`src/rtl/cau_pkg.sv`:
```
// Shared types, constants and sign-magnitude helpers for the complex arithmetic unit.
// Used by every module in rtl/; depends on nothing else.
`timescale 1ns / 1ps

package cau_pkg;

	localparam int W   = 32;          // operand and result width
	localparam int F   = 16;          // fraction bits
	localparam int PW  = 2 * W;       // product width
	localparam int QW  = W + 2;       // quotient bits kept by the divider
	localparam int OVS = QW - F;      // dividend shift for the quotient overflow test

	localparam logic [PW-1:0] LIMIT = PW'(1) << (W - 1);
	localparam logic [PW-1:0] HALF  = (PW'(1) << F) >> 1;

	typedef enum logic [2:0] {
		CMD_ADD,
		CMD_SUB,
		CMD_MUL,
		CMD_DIV,
		CMD_CONJ,
		CMD_NEG,
		CMD_ABS2,
		CMD_ABS
	} cmd_t;

	localparam logic [1:0] ST_OK   = 2'd0;
	localparam logic [1:0] ST_DIVZ = 2'd1;
	localparam logic [1:0] ST_SAT  = 2'd2;

	typedef struct packed {
		logic          neg;
		logic [PW-1:0] mag;
	} sm_t;

	typedef struct packed {
		logic         sat;
		logic [W-1:0] val;
	} sat_t;

	typedef struct packed {
		cmd_t          cmd;
		sm_t           re;
		sm_t           im;
		logic [PW-1:0] den;
	} prep_t;

	typedef struct packed {
		cmd_t          cmd;
		sm_t           re;
		sm_t           im;
		logic [PW-1:0] den;
		logic          dz;
		logic          ovf_re;
		logic          ovf_im;
		logic [QW-1:0] q_re;
		logic [QW-1:0] q_im;
		logic [PW-1:0] r_re;
		logic [PW-1:0] r_im;
		logic [PW-1:0] sq_rem;
		logic [W-1:0]  sq_root;
	} iter_t;

	function automatic sm_t sm_add(sm_t a, sm_t b);
		sm_t v;
		if (a.neg == b.neg) begin
			v.neg = a.neg;
			v.mag = a.mag + b.mag;
		end else if (a.mag >= b.mag) begin
			v.neg = a.neg;
			v.mag = a.mag - b.mag;
		end else begin
			v.neg = b.neg;
			v.mag = b.mag - a.mag;
		end
		return v;
	endfunction

	function automatic logic [PW-1:0] rnd(logic [PW-1:0] m);
		logic [PW-1:0] t;
		t = m + HALF;
		return t >> F;
	endfunction

	function automatic sat_t sm_sat(sm_t a);
		sat_t v;
		v.sat = 1'b0;
		v.val = '0;
		if (a.mag == '0) begin
			v.val = '0;
		end else if (a.neg) begin
			if (a.mag > LIMIT) begin
				v.sat = 1'b1;
				v.val = LIMIT[W-1:0];
			end else begin
				v.val = ~a.mag[W-1:0] + 1'b1;
			end
		end else begin
			if (a.mag > LIMIT - 1'b1) begin
				v.sat = 1'b1;
				v.val = W'(LIMIT - 1'b1);
			end else begin
				v.val = a.mag[W-1:0];
			end
		end
		return v;
	endfunction

endpackage

```
`src/rtl/cau_post.sv`:
```
// Back end: final rounding per operation, saturation, status, and the output register.
// Depends on cau_pkg.
`timescale 1ns / 1ps

module cau_post (
	input  logic                         clk,
	input  logic                         arst_n,
	input  logic                         adv,
	input  logic                         vld_i,
	input  cau_pkg::iter_t               iter_i,
	output logic                         out_valid,
	output logic signed [cau_pkg::W-1:0] res_re,
	output logic signed [cau_pkg::W-1:0] res_im,
	output logic [1:0]                   status
);
	import cau_pkg::*;

	logic          out_valid_q;
	logic [W-1:0]  res_re_q, res_im_q;
	logic [1:0]    status_q;

	sm_t           fre, fim;
	sat_t          sre, sim;
	logic          up_re, up_im, up_rt;
	logic [1:0]    st;

	always_comb begin
		up_re = {iter_i.r_re, 1'b0} >= {1'b0, iter_i.den};
		up_im = {iter_i.r_im, 1'b0} >= {1'b0, iter_i.den};
		up_rt = iter_i.sq_rem > PW'(iter_i.sq_root);
		fre   = iter_i.re;
		fim   = iter_i.im;
		unique case (iter_i.cmd)
			CMD_ADD, CMD_SUB, CMD_CONJ, CMD_NEG: begin
				fre = iter_i.re;
				fim = iter_i.im;
			end
			CMD_MUL: begin
				fre.mag = rnd(iter_i.re.mag);
				fim.mag = rnd(iter_i.im.mag);
			end
			CMD_DIV: begin
				// an overflowed quotient is forced to full scale so it saturates
				fre.mag = iter_i.ovf_re ? '1 : PW'(iter_i.q_re) + PW'(up_re);
				fim.mag = iter_i.ovf_im ? '1 : PW'(iter_i.q_im) + PW'(up_im);
				if (iter_i.dz) begin
					fre = '{neg: 1'b0, mag: '0};
					fim = '{neg: 1'b0, mag: '0};
				end
			end
			CMD_ABS2: begin
				fre = '{neg: 1'b0, mag: rnd(iter_i.den)};
				fim = '{neg: 1'b0, mag: '0};
			end
			CMD_ABS: begin
				fre = '{neg: 1'b0, mag: PW'(iter_i.sq_root) + PW'(up_rt)};
				fim = '{neg: 1'b0, mag: '0};
			end
			default: begin
				fre = iter_i.re;
			end
		endcase
		sre = sm_sat(fre);
		sim = sm_sat(fim);
		if (iter_i.cmd == CMD_DIV && iter_i.dz) begin
			st = ST_DIVZ;
		end else if (sre.sat || sim.sat) begin
			st = ST_SAT;
		end else begin
			st = ST_OK;
		end
	end

	always_ff @(posedge clk or negedge arst_n) begin
		if (!arst_n) begin
			out_valid_q <= 1'b0;
		end else if (adv) begin
			out_valid_q <= vld_i;
		end
	end

	always_ff @(posedge clk) begin
		if (adv) begin
			res_re_q <= sre.val;
			res_im_q <= sim.val;
			status_q <= st;
		end
	end

	assign out_valid = out_valid_q;
	assign res_re    = res_re_q;
	assign res_im    = res_im_q;
	assign status    = status_q;

endmodule

```
`config.mk`:
```
export PLATFORM = sky130hd
export DESIGN_NAME = cau_post
export DESIGN_NICKNAME = d
export VERILOG_FILES = /design/src/rtl/cau_pkg.sv /design/src/rtl/cau_post.sv
export SDC_FILE = /design/constraint.sdc
export NUM_CORES = 1
export LEC_CHECK = 0
export ABC_AREA = 1
export BUFFER_PORTS_ARGS = -buffer_cell sky130_fd_sc_hd__buf_2
export CAP_MARGIN = 20
export CORE_AREA = 2 2 227 229
export DETAILED_ROUTE_END_ITERATION = 6
export DIE_AREA = 0 0 229 231
export PLACE_DENSITY_LB_ADDON = 0.3
export SETUP_SLACK_MARGIN = 0.3
export SYNTH_ARGS = -nofsm -noshare
export SYNTH_HDL_FRONTEND = slang
export SYNTH_SLANG_ARGS = --single-unit
```
`constraint.sdc`:
```
create_clock -name clk -period 1.23 [get_ports clk]
set_input_delay 0.0615 -clock clk [delete_from_list [all_inputs] [get_ports clk]]
set_output_delay 0.0615 -clock clk [all_outputs]
set_load 0.02 [all_outputs]
```
==> impl_metrics.csv <==
group,metric,value,unit
placement,placed_area,28400,um2
logic_synthesis,avgSynthCellArea,5.74,um2
finish,multiInputGateArea,15400,um2
worst_setup_path,cp_slowest_cell,"a2111oi_4",
finish,final_cells,5271,
cts,clockRootBuffer,"clkbuf_16",
timing,rsz0062_at_grt,"true",
timing,tightest_slew,0.577,ns
logic_synthesis,ys_seq_elements,67,
global_routing,grt_max_degree,34,
cts,cts_tree,"yes",
timing,slew_headroom,61.1,%
logic_synthesis,netlist_area,17500,um2
pwr,peakVddDrop,0.813,mV
pwr,p_leak,15.9,nW
logic_synthesis,syn-num-nets,3720,
floorplanning,fp-row-count,83,
drt,drt-total-wl,97600,um
logic_synthesis,synth-edff-count,66,
drt,drc,0,
floorplanning,coreArea,50700,um2
worst_setup_path,cp-end-kind,"flop",
logic_synthesis,ys_types,62,
timing,period_share,376,%
logic_synthesis,yosys-top-cells-area,"nand2_1 19%, ha_1 12%, edfxtp_1 11%, nand3_1 7.9%, inv_1 7.8%",
worst_setup_path,critPathRequiredTime,1.31,ns
finish,area_delta_synth_final,78.7,%
logic_synthesis,yosysTopAreaCell,"nand2_1",
timing,skew,0,ns
status,violations,"setup timing",
timing,min_period,4.62,ns
global_routing,antenna_found_initial,25,
logic_synthesis,synth_top_area_share,18.8,%
placement,place.gp.congestion,1.05,
logic_synthesis,synth_cells,3056,
placement,dp_hpwl,84200,um
logic_synthesis,ys_seq_area_share,11.4,%
logic_synthesis,yosys-top-cells-count,"877 x nand2_1, 366 x inv_1, 356 x nor2_1",
worst_setup_path,path_class,"primary input to flop",
worst_setup_path,crit_path_start,"iter_i[329]",
finish,num-nets-final,5234,
cts,worstSkewPairLatency,0.33,ns
timing,fmax,0.216,GHz
timing,hold_violations,0,
drt,first_pass_iters,6,
flow_run,drv_cap,0,
worst_setup_path,crit_top_cell,"nor2_4",
floorplanning,boundaryPins,563,
global_routing,grt_first_pass_wirelength,145000,um
placement,post-place-cells,5173,
global_routing,grt_pass1_vias,25700,
worst_setup_path,max_stage_delay,0.47,ns
global_routing,track_usage,35.1,%
worst_setup_path,critPathLaunchType,"primary input",
floorplanning,initial_utilization,34.6,%
worst_setup_path,critPathMaxFanout,7,
cts,cts_buffers,9,
drt,drt_iter0_markers,2330,
logic_synthesis,synth-async-reset-ratio,1.49,%
cts,cts.sinks,67,
finish,drive_above_1_share,44.2,%
finish,register_area,2010,um2
placement,place_ws,-4.42,ns
finish,nFillCells,4925,
pwr,pwr_density_cell,490,nW/um2
drt,vias,27100,
drt,drt-vias-per-instance,5.14,
global_routing,grt_overflow,0,
timing,setup_violations,65,
placement,io_buffers,562,
cts,htreeDepth,3,
cts,clk_path_buf_depth,2,
timing,drv_slew,0,
floorplanning,die_h,231,um
status,status,"finished with violations",
min_path,min_path_type,"primary input to asynchronous set/reset pin",
cts,cts.clk_slew.worst_paths,0.06,ns
timing,layout_setup_ws,-3.39,ns
logic_synthesis,yosysMostFrequentCell,"nand2_1",
drt,drtAntennaViolNets,0,
floorplanning,die_area,52900,um2
floorplanning,die_w,229,um
drt,wl_per_cell,18.5,um
worst_setup_path,r2r-start,"out_valid$_DFFE_PN0P_",
finish,stdcell_area,31300,um2
logic_synthesis,synth-main-ff-cell,"edfxtp_1",
logic_synthesis,ys_warn_count,0,
worst_setup_path,cp.arrival,4.71,ns
cell type report:
type / instances / area share [%]
well taps: 680 / 2.72
repair buffers: 1567 / 35.8
inverters: 381 / 4.75
clock inverters: 7 / 0.268
flip-flops and latches: 67 / 6.40
multi-input cells: 2544 / 49.2
diodes: 16 / 0.128
clock buffers: 9 / 0.719
path summary, 6_finish.rpt:
kind	depth (start not counted)	slack [ns]	to
worst max-delay path	34	-3.39	status[1]$_SDFFCE_PP0P_
worst min-delay path	2	0.03	out_valid$_DFFE_PN0P_
worst max register to register	1	0.48	out_valid$_DFFE_PN0P_
worst min register to register	1	0.53	out_valid$_DFFE_PN0P_
max in group asynchronous	2	1.12	out_valid$_DFFE_PN0P_
min in group clk	1	0.15	res_im[12]$_SDFFCE_PN0P_
state kept, by name (all words and copies together), names as in the netlist:
register	cells
res_re	32
out_valid	1
res_im	32
status	2
through the flow:
| stage | util [%] | hold WS [ns] | setup TNS (ns) | power, mW |
|---|---|---|---|---|
| 2_1_floorplan | - | -0.234 | -173.47 | 6.53 |
| 3_3_place_gp | 56.0 | -0.163 | -269.61 | 11.4 |
| 3_5_place_dp | 56.0 | -0.162 | -275.51 | 11.4 |
| 4_1_cts | 59.8 | 0.0136 | -208.20 | 14.7 |
| 5_1_grt | 61.8 | 0.0201 | -228.19 | 16.2 |
| 6_report | 61.8 | 0.0277 | -214.47 | 15.3 |
worst max-delay path: cells and delay by family:
| family | cells | cell delay, ns |
|---|---|---|
| and+or+nand+nor | 17 | 2.03 |
| AOI/OAI and AO/OA | 8 | 1.36 |
| buffers and inverters | 6 | 0.70 |
| adders and majority gates | 3 | 0.53 |
cell families (layout without fill, tap and decap cells):
| family | count (synthesis) | count (layout) | synth area share (%) |
|---|---|---|---|
| buf+inv | 446 | 1964 | 10.5 |
| mux | 1 | 1 | 0.0642 |
| compound gates | 374 | 374 | 12.0 |
| xor+xnor | 89 | 89 | 4.44 |
| flops | 67 | 67 | 11.4 |
| other cells | 0 | 16 | 0 |
| simple gates | 1911 | 1912 | 49.5 |
| fa+ha+maj | 168 | 168 | 12.0 |
where the power goes:
group          internal [mW]  switching, mW
Clock                   1.60           1.06
Sequential              2.79          0.126
Combinational           4.59           5.17
Total                   8.98           6.36
cell usage in the layout, fill, tap and decap left out, types with 22 or more instances in the layout:
| master | instances |
|---|---|
| inv_1 | 342 |
| buf_6 | 95 |
| o21ai_1 | 23 |
| a21oi_2 | 26 |
| nand4_1 | 129 |
| xor2_1 | 65 |
| edfxtp_1 | 66 |
| or2_2 | 28 |
| inv_2 | 25 |
| buf_4 | 954 |
| o21ai_2 | 47 |
| buf_2 | 491 |
| o21ai_0 | 87 |
| nor3_1 | 72 |
| nor2_4 | 39 |
| ha_1 | 141 |
| a21oi_1 | 100 |
| nand3_2 | 34 |
| nor2_2 | 57 |
| nand2_2 | 55 |
| nand2_1 | 847 |
| nor2_1 | 308 |
| ha_4 | 25 |
| nor4_1 | 22 |
| nand3_1 | 240 |
routing by layer:
metal / track usage, % / routed length, um / vias to the layer above
met3: 4.66 / 7440 / 201
met4: 10.6 / 3240 / 12
met2: 58.1 / 43900 / 1189
met1: 47.5 / 42900 / 12400
li1: - / - / 13300
met5: 0 / 80 / -
timing repair:
item,4_1_cts,5_1_grt
setup buffers,42,16
gates resized for setup,310,213
setup endpoints to repair,109,127
gates cloned,4,2
hold buffers,2,0
hold endpoints to repair,2,0
pin swaps,83,86
Power figures use the tool's default switching activity.
